### src/sfr_pkg.sv
`default_nettype none
package sfr_pkg;

	localparam int MAX_PATTERN_DEF = 8;
	localparam int BYTE_W = 8;
	localparam int LEN_W = 4;
	localparam int STR_W = 64;
	localparam int RES_MAX = 8;
	localparam int RIDX_W = 3;
	localparam int RCNT_W = 4;
	localparam int CFG_IDX_W = 2;

	typedef logic [BYTE_W-1:0] byte_t;

	typedef enum logic [CFG_IDX_W-1:0] {
		CFG_TARGET_LEN  = 2'd0,
		CFG_TARGET_STR  = 2'd1,
		CFG_REPL_LEN    = 2'd2,
		CFG_REPL_STR    = 2'd3
	} cfg_idx_t;

	// lengths already clamped
	typedef struct packed {
		logic [LEN_W-1:0] target_length;
		logic [STR_W-1:0] target_bytes;
		logic [LEN_W-1:0] replacement_length;
		logic [STR_W-1:0] replacement_bytes;
	} cfg_t;

	typedef struct packed {
		logic [RES_MAX-1:0][BYTE_W-1:0] bytes;
		logic [RCNT_W-1:0]              count;
		logic                           marker;
		logic                           eot;
	} result_t;

	function automatic byte_t pick_byte(input logic [STR_W-1:0] w, input logic [RIDX_W-1:0] j);
		return w[{j, 3'b000} +: BYTE_W];
	endfunction

endpackage
`default_nettype wire

### src/sfr_cfg_regs.sv
`default_nettype none
module sfr_cfg_regs #(
	parameter int MAX_PATTERN = sfr_pkg::MAX_PATTERN_DEF
) (
	input  wire logic                          clk,
	input  wire logic                          arst_n,
	input  wire logic                          cfg_valid,
	output logic                               cfg_ready,
	input  wire logic [sfr_pkg::CFG_IDX_W-1:0] cfg_index,
	input  wire logic [sfr_pkg::STR_W-1:0]     cfg_data,
	output sfr_pkg::cfg_t                      cfg
);
	import sfr_pkg::*;

	logic [LEN_W-1:0] tlen_q;
	logic [STR_W-1:0] tstr_q;
	logic [LEN_W-1:0] rlen_q;
	logic [STR_W-1:0] rstr_q;

	assign cfg_ready = 1'b1;

	always_ff @(posedge clk or negedge arst_n) begin
		if (!arst_n) begin
			tlen_q <= '0;
			tstr_q <= '0;
			rlen_q <= '0;
			rstr_q <= '0;
		end else if (cfg_valid) begin
			unique case (cfg_index)
				CFG_TARGET_LEN: tlen_q <= cfg_data[LEN_W-1:0];
				CFG_TARGET_STR: tstr_q <= cfg_data;
				CFG_REPL_LEN:   rlen_q <= cfg_data[LEN_W-1:0];
				CFG_REPL_STR:   rstr_q <= cfg_data;
				default:        ;
			endcase
		end
	end

	always_comb begin
		cfg.target_length = (int'(tlen_q) > MAX_PATTERN) ? LEN_W'(MAX_PATTERN) : tlen_q;
		cfg.target_bytes = tstr_q;
		cfg.replacement_length = (int'(rlen_q) > RES_MAX) ? LEN_W'(RES_MAX) : rlen_q;
		cfg.replacement_bytes = rstr_q;
	end

endmodule
`default_nettype wire

### src/sfr_window.sv
`default_nettype none
module sfr_window #(
	parameter int MAX_PATTERN = sfr_pkg::MAX_PATTERN_DEF
) (
	input  wire logic            clk,
	input  wire logic            arst_n,
	input  wire sfr_pkg::byte_t  in_byte,
	input  wire logic            in_eot,
	input  wire sfr_pkg::cfg_t   cfg,
	input  wire logic            commit,
	output sfr_pkg::result_t     res
);
	import sfr_pkg::*;

	localparam int CW = $clog2(MAX_PATTERN + 1);
	localparam int VW = MAX_PATTERN * BYTE_W;

	logic [VW-1:0]          win_q;
	logic [CW-1:0]          cnt_q;
	logic [VW-1:0]          buf_v;
	logic [VW-1:0]          shifted;
	logic [CW-1:0]          n;
	logic [CW-1:0]          k;
	logic [MAX_PATTERN-1:0] ok;
	logic                   match;

	assign n = cnt_q + CW'(1);

	always_comb begin
		for (int i = 0; i < MAX_PATTERN; i++) begin
			buf_v[i*BYTE_W +: BYTE_W] = (i < int'(cnt_q)) ? win_q[i*BYTE_W +: BYTE_W] : in_byte;
		end
	end

	// tail starting at i must be a prefix of the target
	always_comb begin
		for (int i = 0; i < MAX_PATTERN; i++) begin
			ok[i] = (i < int'(n));
			if (i == 0) begin
				ok[i] = ok[i] && (int'(n) <= int'(cfg.target_length));
			end else begin
				ok[i] = ok[i] && ((int'(n) - i) < int'(cfg.target_length));
			end
			for (int p = 0; p < MAX_PATTERN; p++) begin
				if (p >= i && p < int'(n) &&
				    buf_v[p*BYTE_W +: BYTE_W] != pick_byte(cfg.target_bytes, RIDX_W'(p - i))) begin
					ok[i] = 1'b0;
				end
			end
		end
	end

	always_comb begin
		k = n;
		for (int i = MAX_PATTERN - 1; i >= 0; i--) begin
			if (ok[i]) begin
				k = CW'(i);
			end
		end
	end

	assign match = (k == '0) && (LEN_W'(n) == cfg.target_length);
	assign shifted = buf_v >> {k, 3'b000};

	always_comb begin
		res.eot = in_eot;
		res.marker = 1'b0;
		if (match) begin
			res.bytes = cfg.replacement_bytes;
			res.count = RCNT_W'(cfg.replacement_length);
		end else begin
			res.bytes = (RES_MAX*BYTE_W)'(buf_v);
			res.count = in_eot ? RCNT_W'(n) : RCNT_W'(k);
		end
		if (in_eot && res.count == '0) begin
			res.bytes = '0;
			res.count = RCNT_W'(1);
			res.marker = 1'b1;
		end
	end

	always_ff @(posedge clk or negedge arst_n) begin
		if (!arst_n) begin
			cnt_q <= '0;
		end else if (commit) begin
			cnt_q <= (match || in_eot) ? '0 : (n - k);
		end
	end

	always_ff @(posedge clk) begin
		if (commit) begin
			win_q <= shifted;
		end
	end

endmodule
`default_nettype wire

### src/sfr_emit.sv
`default_nettype none
module sfr_emit (
	input  wire logic                       clk,
	input  wire logic                       arst_n,
	input  wire logic                       load,
	input  wire sfr_pkg::result_t           res_in,
	output logic                            free,
	output logic                            m_tvalid,
	input  wire logic                       m_tready,
	output logic [sfr_pkg::BYTE_W-1:0]      m_tdata,
	output logic [1:0]                      m_tuser,
	output logic                            m_tlast
);
	import sfr_pkg::*;

	logic [RES_MAX-1:0][BYTE_W-1:0] bytes_q;
	logic [RCNT_W-1:0]              count_q;
	logic [RIDX_W-1:0]              idx_q;
	logic                           marker_q;
	logic                           eot_q;
	logic                           valid_q;
	logic                           last;

	assign last = (RCNT_W'(idx_q) + RCNT_W'(1)) == count_q;
	assign free = !valid_q || (m_tready && last);

	assign m_tvalid = valid_q;
	assign m_tdata = bytes_q[idx_q];
	assign m_tuser = {eot_q && last, !marker_q};
	assign m_tlast = last;

	always_ff @(posedge clk or negedge arst_n) begin
		if (!arst_n) begin
			valid_q <= 1'b0;
			idx_q <= '0;
		end else if (load) begin
			valid_q <= 1'b1;
			idx_q <= '0;
		end else if (valid_q && m_tready) begin
			if (last) begin
				valid_q <= 1'b0;
			end else begin
				idx_q <= idx_q + RIDX_W'(1);
			end
		end
	end

	always_ff @(posedge clk) begin
		if (load) begin
			bytes_q <= res_in.bytes;
			count_q <= res_in.count;
			marker_q <= res_in.marker;
			eot_q <= res_in.eot;
		end
	end

endmodule
`default_nettype wire

### src/stream_find_replace.sv
// stream_find_replace: replaces every leftmost, non-overlapping occurrence of
// a configured target string in a byte stream by a replacement string.
// input stream s_*: one text byte per word, s_tlast marks the final byte.
// output stream m_*: one edited byte per word; m_tuser[0] is low only on the
// empty end marker, m_tuser[1] flags the final word of the text, m_tlast the
// final word caused by one input word.
// cfg_*: register writes (0 target length, 1 target bytes, 2 replacement
// length, 3 replacement bytes); write only while the stream is idle.
// path: a taken input word waits in the input register, then its results are
// loaded into the result register, from which the output is driven.
// throughput: one input word per cycle while each gives at most one result
// and m_tready is high; a word giving several results holds the result
// register until all are sent, one byte per cycle that m_tready is high.
// reset empties the window and clears config and valid state: pass-through.
// when m_tready is low the result word holds, the input register fills and
// s_tready drops; words that give no result still pass while the output waits.
`default_nettype none
module stream_find_replace #(
	parameter int MAX_PATTERN = sfr_pkg::MAX_PATTERN_DEF
) (
	input  wire logic                          clk,
	input  wire logic                          arst_n,
	input  wire logic                          s_tvalid,
	output logic                               s_tready,
	input  wire logic [sfr_pkg::BYTE_W-1:0]    s_tdata,   // text_byte
	input  wire logic                          s_tlast,
	output logic                               m_tvalid,
	input  wire logic                          m_tready,
	output logic [sfr_pkg::BYTE_W-1:0]         m_tdata,   // out_byte
	output logic [1:0]                         m_tuser,   // has_byte, text_done
	output logic                               m_tlast,
	input  wire logic                          cfg_valid,
	output logic                               cfg_ready,
	input  wire logic [sfr_pkg::CFG_IDX_W-1:0] cfg_index,
	input  wire logic [sfr_pkg::STR_W-1:0]     cfg_data
);
	import sfr_pkg::*;

	cfg_t    cfg;
	result_t res;
	byte_t   byte_s1;
	logic    eot_s1;
	logic    valid_s1;
	logic    free;
	logic    advance;

	sfr_cfg_regs #(.MAX_PATTERN(MAX_PATTERN)) u_cfg (
		.clk       (clk),
		.arst_n    (arst_n),
		.cfg_valid (cfg_valid),
		.cfg_ready (cfg_ready),
		.cfg_index (cfg_index),
		.cfg_data  (cfg_data),
		.cfg       (cfg)
	);

	sfr_window #(.MAX_PATTERN(MAX_PATTERN)) u_win (
		.clk     (clk),
		.arst_n  (arst_n),
		.in_byte (byte_s1),
		.in_eot  (eot_s1),
		.cfg     (cfg),
		.commit  (advance),
		.res     (res)
	);

	sfr_emit u_emit (
		.clk      (clk),
		.arst_n   (arst_n),
		.load     (advance && res.count != '0),
		.res_in   (res),
		.free     (free),
		.m_tvalid (m_tvalid),
		.m_tready (m_tready),
		.m_tdata  (m_tdata),
		.m_tuser  (m_tuser),
		.m_tlast  (m_tlast)
	);

	assign advance = valid_s1 && (res.count == '0 || free);
	assign s_tready = !valid_s1 || advance;

	always_ff @(posedge clk or negedge arst_n) begin
		if (!arst_n) begin
			valid_s1 <= 1'b0;
		end else if (s_tvalid && s_tready) begin
			valid_s1 <= 1'b1;
		end else if (advance) begin
			valid_s1 <= 1'b0;
		end
	end

	always_ff @(posedge clk) begin
		if (s_tvalid && s_tready) begin
			byte_s1 <= s_tdata;
			eot_s1 <= s_tlast;
		end
	end

endmodule
`default_nettype wire

### config.mk
export PLATFORM = sky130hd
export DESIGN_NAME = stream_find_replace
export DESIGN_NICKNAME = d
export VERILOG_FILES = /design/src/sfr_pkg.sv /design/src/sfr_cfg_regs.sv /design/src/sfr_window.sv /design/src/sfr_emit.sv /design/src/stream_find_replace.sv
export SDC_FILE = /design/constraint.sdc
export NUM_CORES = 1
export LEC_CHECK = 0
export BUFFER_PORTS_ARGS = -buffer_cell sky130_fd_sc_hd__buf_4
export CAP_MARGIN = 0
export CORE_MARGIN = 3
export CORE_UTILIZATION = 30
export CTS_BUF_LIST = sky130_fd_sc_hd__clkbuf_2
export CTS_CLUSTER_SIZE = 14
export DETAILED_ROUTE_END_ITERATION = 7
export PLACE_DENSITY = 0.46
export RECOVER_POWER = 50
export SYNTH_ARGS = -nofsm -noshare
export SYNTH_HDL_FRONTEND = slang
export SYNTH_SLANG_ARGS = --single-unit
### constraint.sdc
create_clock -name clk -period 6.7 [get_ports clk]
set_clock_uncertainty 0.05 [all_clocks]
set_input_delay 1.005 -clock clk [delete_from_list [all_inputs] [get_ports clk]]
set_output_delay 1.005 -clock clk [all_outputs]
set_load 0.02 [all_outputs]
==> results of run 1 <==
==> logic make-up (layout without fill, tap and decap cells) <==
group                    Yosys count  in the layout
AND/OR/NAND/NOR                  422            422
buffers and inverters            257            467
XOR/XNOR                         318            318
other                              1              4
multiplexers                     293            293
AO/OA/AOI/OAI                    314            314
flip-flops                       288            288
adder cells (fa/ha/maj)           36             36
==> final cells by class <==
type | instances | area, um2
clock inverter | 21 | 136.4
clock buffer | 132 | 660.6
timing repair buffer | 254 | 2090
inverter | 60 | 225.2
sequential | 288 | 7925
tap | 864 | 1081
fill | 6837 | 42920
multi-input combinational | 1384 | 11520
antenna | 3 | 7.507
==> power by group through the flow <==
stage	sequential (W)	clock, W	combinational (W)
final	0.00296	0.00142	0.00583
after global routing	0.00298	0.00156	0.00616
after global placement	0.00297	0	0.00564
after detailed placement	0.00298	0	0.00564
after floorplan	0.00253	0	0.00381
after CTS	0.00294	0.00148	0.00571
==> registers in the layout (all words and copies together) (netlist names) <==
signal / flops
u_emit.eot_q: 1
u_cfg.rstr_q: 64
valid_s1: 1
u_cfg.tstr_q: 64
u_win.win_q: 64
u_cfg.rlen_q: 4
u_emit.m_tvalid: 1
eot_s1: 1
u_emit.bytes_q: 64
u_emit.count_q: 4
u_win.cnt_q: 4
u_emit.idx_q: 3
byte_s1: 8
u_cfg.tlen_q: 4
u_emit.marker_q: 1
==> worst reg2reg max path, delay by kind of cell (launching register included) <==
kind / cells / cell delay (ns)
AND/OR/NAND/NOR: 4 / 1.89
flip-flops: 1 / 1.06
XOR/XNOR: 1 / 0.21
buffers and inverters: 1 / 0.37
AO/OA/AOI/OAI: 6 / 1.77
==> cells in the final DEF, fill, tap and decap left out, types with 9 or more instances in the layout <==
cell and count:
nor2b_1 11, xnor2_1 248, o21ai_0 37, nand4_1 45, mux4_2 23, dlygate4sd3_1 36, a21oi_1 37, mux2i_2 9
nor4_1 40, nor2_1 141, nor3_1 18, a211oi_2 51, nand3b_1 14, ha_1 33, a22oi_1 9, nand2_1 61
nand2b_1 18, inv_1 56, o22ai_1 44, clkbuf_4 9, xor2_1 70, a211oi_1 22, edfxtp_1 143, clkinv_1 11
dfrtp_1 143, buf_12 10, clkbuf_2 133, nand3_1 28, mux2_2 145, buf_4 190, mux2i_1 110
==> per-stage QoR <==
stage	area, um2	cells
after CTS	23630	3001
after detailed placement	22430	2812
after global routing	23650	3005
after floorplan	20390	1929
final	23650	3006
after global placement	22430	2812
==> metal layers <==
metal | global-route usage, % | share of wire (%) | vias up
met5 | 0 | 0.023 | -
met4 | 9.277 | 4.4 | 2
met3 | 4.333 | 7.5 | 223
met2 | 38.11 | 45 | 812
met1 | 33.89 | 43 | 8545
li1 | - | - | 7348
==> worst min path at each step <==
stage / from / to / depth (start not counted)
after floorplan: eot_s1 / u_emit.eot_q / 0
after global placement: u_cfg.rstr_q[30] / u_cfg.rstr_q[30] / 1
after detailed placement: u_cfg.rstr_q[22] / u_cfg.rstr_q[22] / 1
after CTS: cfg_data[36] / u_cfg.tstr_q[36] / 2
after global routing: cfg_data[56] / u_cfg.rstr_q[56] / 2
final: cfg_data[36] / u_cfg.tstr_q[36] / 2
==> synth_stat cells, types with 37 or more instances <==
cell      count
buf_2        40
mux2i_1     117
a21oi_1      39
mux2_2      145
a211oi_2     51
inv_1        57
nand2_1      61
o22ai_1      44
nor4_1       42
dfrtp_1     145
nand4_1      45
nor2_1      141
xor2_1       70
o21ai_0      37
xnor2_1     248
clkbuf_1    122
edfxtp_1    143
==> what timing repair did <==
item / 4_1_cts / 5_1_grt
pin swaps: 0 / 0
gates resized for setup: 13 / 10
setup buffers: 0 / 2
endpoints found under the hold margin: 78 / 0
setup endpoints to repair: 1 / 1
hold buffers: 36 / 0
==> results.md, run 1 <==
* Status: finished, violations left
* Violated checks: capacitance limit, slew limit
* Area share of fa/ha/maj cells after synthesis at 2.245%
* Worst setup SP type: register
* Worst-Margin Slew at 3.381 ns
* Net Sw Frac at 48.21%
* CP required at 5.64 ns
* Gr usage total at 24.46%
* Worst setup path class: reg -> out
* Psw at 0.004918 W
* Root buffer cell: clkbuf_2
* Peak Freq at 153.2 MHz
* Gr ovfl total at 0
* Crit-path slowest cell: edfxtp_1
* Final clock period utilization by the worst path at 97.39%
* Clock Tree Buf Depth at 3
* Total Wirelength at 87760 um
* Worst path depth at 11
* Synth Area in Compound Gates at 12.28%
* Mapped cell area at 20390 um2
* Port Buffers at 92
* Reg power frac at 29.0%
* Cts bufs inserted at 83
* Vias at 16.93k
* Crit path max fanout at 9
* Layout Utilization at 35.53%
* Starting density of the core at 30.64%
* Rel. slew slack at -125.4%
* Largest net degree at the start of global routing at 122
* Synth async-reset ratio at 50.35%
* CTS tree: yes
* Max Cap Viol at 3
* Logic gate share of total power at 57.1%
* Nets at 2187
* Area contributors post-synth: edfxtp_1 (21%), dfrtp_1 (18%), xnor2_1 (11%), mux2_2 (8.0%), mux2i_1 (5.7%)
* Crit. End Element: output pin
* FF-to-FF Start: byte_s1[6]
* Dpl hpwl at 65850 um
* Final ANT Viol Nets at 0
* Fin. max-slew vios at 230
* Final Wtd Congestion at 0.9775
* RR Endpoint: u_win.win_q[14]
* Family with the most delay on the worst path: compound AO/OA/AOI/OAI gates
* Cells on worst reg2reg path at 12
* Wirelength per Cell at 29.19 um
* Area Overhead vs Synth at 15.96%
* Final TNS setup at 0 ns
* Largest incremental delay on the critical path at 1.06 ns
* Hold Worst Slack at 0.1155 ns
* Synth Area in XOR/XNOR at 13.66%
* Iter 0 DRT Violations at 1711
* Power Internal at 0.005283 W
* Tot Pwr at 0.01020 W
* Largest family of logic cells by synthesized area: multiplexers
* Main synth FF type: dfrtp_1
* Drt drc at 0
* EDFF count, synth at 143
* Die height at 266.7 um
* Share of the synthesized area in the top cell type at 21.06%
* RSZ-0062 raised after global routing: no
* CP Buf/Inv Count at 1
* Dpl ws at 0.7403 ns
* Dominant cell type by area after synthesis: edfxtp_1
* # IOs at 94
* Number of H-tree levels at 3
* Worst Hold Class: in -> reg
* Clk network pwr share at 13.9%
* Clk sinks at 288
* Final hold viol count at 0
* Synth Register Bits at 288
* Arr. time, crit path at 5.47 ns
* Post-synthesis simple-gate area fraction at 10.55%
* Post-layout min period at 6.525 ns
* First-pass GRT wire length at 125500 um
* Register area share after synthesis at 38.85%
* Critical path cell sequence: xnor2_1 > nand3_1 > nor3_1 > a211oi_1 > a2111oi_2 > nand4_1 > o221ai_1 > a31o_2 > a21oi_2 > o311ai_2 > buf_4
* Die width at 266.7 um
* Crit path to: s_tready
* Core footprint at 66570 um2
* Worst-path clk slew at 0.10 ns
* Final WS setup at 0.1746 ns
* Pwr dens at 431.3 nW/um2
* Drt first pass iters at 5
* Maximum vdd ir drop at 0.2297 mV
* Row count at 94
* Syn. warnings at 0
* CP Launch Point: byte_s1[6]
* Synth Instances at 1929
* Vias in the first global route at 16.82k
* Setup-failing EPs final at 0
* Layout cell share with drive strength beyond 1 at 29.31%
* Syn Area/Cell at 10.57 um2
* Worst skew pair latency at 1.10 ns
* Mux cell area share after synthesis at 16.85%
* Syn nets at 2045
* Post-synthesis cell type count at 93
* Via density per instance at 5.632
* Initial antenna violation count at 4
* Leakage power at 9.252 nW
* Setup slack, reg-to-reg at 1.10 ns
* Total die area at 71150 um2
Note: power is estimated with default switching activity, not from simulation.
==> run 2: changes to the inputs <==
Settings changed: CORE_UTILIZATION 30 to 50, PLACE_DENSITY 0.46 to 0.68.
==> results.md, run 2 (synthesized netlist as in run 1, its figures left out) <==
* CTS tree: yes (unchanged)
* Final clock period utilization by the worst path at 98.73% (was 97.39%)
* Psw at 0.004770 W (was 0.004918 W)
* Wirelength per Cell at 30.51 um (was 29.19 um)
* Cts bufs inserted at 77 (was 83)
* Dpl hpwl at 58940 um (was 65850 um)
* Crit-path slowest cell: edfxtp_1 (unchanged)
* CP required at 5.64 ns (about the same)
* Crit. End Element: output pin (unchanged)
* Final TNS setup at 0 ns (unchanged)
* Area Overhead vs Synth at 11.18% (was 15.96%)
* Net Sw Frac at 48.01% (was 48.21%)
* CP Buf/Inv Count at 3 (was 1)
* Largest net degree at the start of global routing at 80 (was 122)
* Total die area at 43250 um2 (was 71150 um2)
* Worst setup path class: reg -> out (unchanged)
* Core footprint at 40010 um2 (was 66570 um2)
* Clock Tree Buf Depth at 3 (unchanged)
* Maximum vdd ir drop at 0.1888 mV (was 0.2297 mV)
* Max Cap Viol at 5 (was 3)
* Die height at 208.0 um (was 266.7 um)
* Clk sinks at 288 (unchanged)
* Worst setup SP type: register (unchanged)
* Post-layout min period at 6.615 ns (was 6.525 ns)
* Worst skew pair latency at 1.06 ns (was 1.10 ns)
* Family with the most delay on the worst path: simple AND/OR/NAND/NOR gates (was compound AO/OA/AOI/OAI gates)
* Nets at 2129 (was 2187)
* Fin. max-slew vios at 276 (was 230)
* Drt drc at 0 (unchanged)
* Most common cell after layout, fill and taps aside: xnor2_1 (unchanged)
* Tot Pwr at 0.009934 W (was 0.01020 W)
* Layout cell share with drive strength beyond 1 at 28.95% (was 29.31%)
* Final hold viol count at 0 (unchanged)
* Reg power frac at 29.9% (was 29.0%)
* Final instance area at 22670 um2 (was 23650 um2)
* Violated checks: capacitance limit, slew limit (unchanged)
* Commonest non-fill, non-tap cells in the layout: xnor2_1 (248), buf_4 (173), mux2_2 (145), edfxtp_1 (143), dfrtp_1 (141) (was xnor2_1 (248), buf_4 (190), mux2_2 (145), edfxtp_1 (143), dfrtp_1 (143))
* Gr usage total at 35.98% (was 24.46%)
* Logic gate share of total power at 56.5% (was 57.1%)
* Power Internal at 0.005164 W (was 0.005283 W)
* Initial antenna violation count at 5 (was 4)
* Number of H-tree levels at 3 (unchanged)
* Root buffer cell: clkbuf_2 (unchanged)
* # IOs at 94 (unchanged)
* Arr. time, crit path at 5.56 ns (was 5.47 ns)
* Crit path top cell by count: buf_4
* Hold Worst Slack at 0.1068 ns (was 0.1155 ns)
* Drt first pass iters at 8 (was 5)
* Final Wtd Congestion at 1.086 (was 0.9775)
* First-pass GRT wire length at 115100 um (was 125500 um)
* Clk network pwr share at 13.6% (was 13.9%)
* Die width at 208.0 um (was 266.7 um)
* Largest incremental delay on the critical path at 0.78 ns (was 1.06 ns)
* Leakage power at 8.958 nW (was 9.252 nW)
* Port Buffers at 92 (unchanged)
* Total Wirelength at 79410 um (was 87760 um)
* Vias in the first global route at 16.77k (was 16.82k)
* Worst-Margin Slew at 3.732 ns (was 3.381 ns)
* Row count at 73 (was 94)
* Peak Freq at 151.2 MHz (was 153.2 MHz)
* Placed cell areas at 21830 um2 (was 22430 um2)
* Worst Hold Class: in -> reg (unchanged)
* Crit path max fanout at 15 (was 9)
* Starting density of the core at 50.98% (was 30.64%)
* Gr ovfl total at 0 (unchanged)
* Setup-failing EPs final at 0 (unchanged)
* Rel. slew slack at -148.8% (was -125.4%)
* Pwr dens at 438.1 nW/um2 (was 431.3 nW/um2)
* Final ANT Viol Nets at 0 (unchanged)
* Via density per instance at 6.536 (was 5.632)
* Vias at 17.01k (was 16.93k)
* Status: finished, violations left (unchanged)
* Iter 0 DRT Violations at 2172 (was 1711)
* Worst-path clk slew at 0.10 ns (about the same)
* Critical path cell sequence: mux2i_2 > buf_4 > xnor2_1 > nor4_1 > a21oi_1 > nor2_1 > nand4_1 > and2_1 > a31o_2 > a21oi_2 > o311ai_1 > buf_4 > buf_4 (was xnor2_1 > nand3_1 > nor3_1 > a211oi_1 > a2111oi_2 > nand4_1 > o221ai_1 > a31o_2 > a21oi_2 > o311ai_2 > buf_4)
[run 2: cell types whose count changed in the layout (fill, tap and decap cells not counted), sizes merged]
cell / previous run / this run
clkinv: 17 / 25
diode: 3 / 2
clkinvlp: 2 / 1
clkbuf: 150 / 131
dlygate4sd3: 36 / 1
inv: 61 / 62
buf: 200 / 183
[run 2: path summary, 6_finish.rpt]
check,slack [ns],depth (start not counted),from,endpoint
worst max-delay path,0.09,13,byte_s1[4],s_tready
worst min-delay path,0.11,1,s_tdata[6],byte_s1[6]
worst max register to register,1.23,14,byte_s1[4],u_emit.count_q[3]
worst min register to register,0.46,1,u_cfg.rstr_q[32],u_cfg.rstr_q[32]
max in group asynchronous,1.08,3,arst_n,u_win.cnt_q[3]
min in group asynchronous,1.75,2,arst_n,u_win.cnt_q[2]
[run 2: area by class of cell]
class / count / area [um2]
antenna: 2 / 5.005
clock buffer: 113 / 565.5
clock inverter: 29 / 185.2
fill: 3503 / 17330
inverter: 60 / 226.5
multi-input combinational: 1384 / 11500
sequential: 288 / 7928
tap: 525 / 656.9
timing repair buffer: 202 / 1610
[run 2: worst register-to-register path, delay by kind of cell, from the launching register on]
kind | cells | cell delay [ns]
flip-flops | 1 | 0.78
AO/OA/AOI/OAI | 3 | 0.83
AND/OR/NAND/NOR | 5 | 1.54
buffers and inverters | 4 | 1.25
XOR/XNOR | 1 | 0.14
multiplexers | 1 | 0.59
[run 2: timing repair]
action	4_1_cts	5_1_grt
hold buffers	1	0
setup buffers	0	6
endpoints found under the setup margin	1	1
gates resized for setup	8	18
hold endpoints to repair	63	0
[run 2: per-layer routing]
layer  wire length [um]  share of wire (%)  up-vias  GRT usage [%]
li1                   -                  -     7224              -
met1              30580                 39     8324          46.90
met2              34970                 44     1149          54.94
met3               8767                 11      315          9.756
met4               5076                6.4        2          19.09
met5                 13              0.016        -              0
[run 2: per-stage QoR]
stage	worst slack, ns	instances	utilization (%)
final	0.08531	2603	56.68
after global placement	0.8877	2452	54.56
after CTS	0.02590	2595	56.53
after floorplan	0.8689	1929	-
after global routing	-0.001640	2603	56.68
after detailed placement	0.6038	2452	54.56
[run 2: power by group through the flow]
stage / clock network [W] / logic [W] / registers [W]
floorplan: 0 / 0.00381 / 0.00253
global placement: 0 / 0.00533 / 0.00297
detailed placement: 0 / 0.00537 / 0.00298
CTS: 0.00138 / 0.00541 / 0.00295
global route: 0.00147 / 0.00589 / 0.00299
finish: 0.00135 / 0.00561 / 0.00297
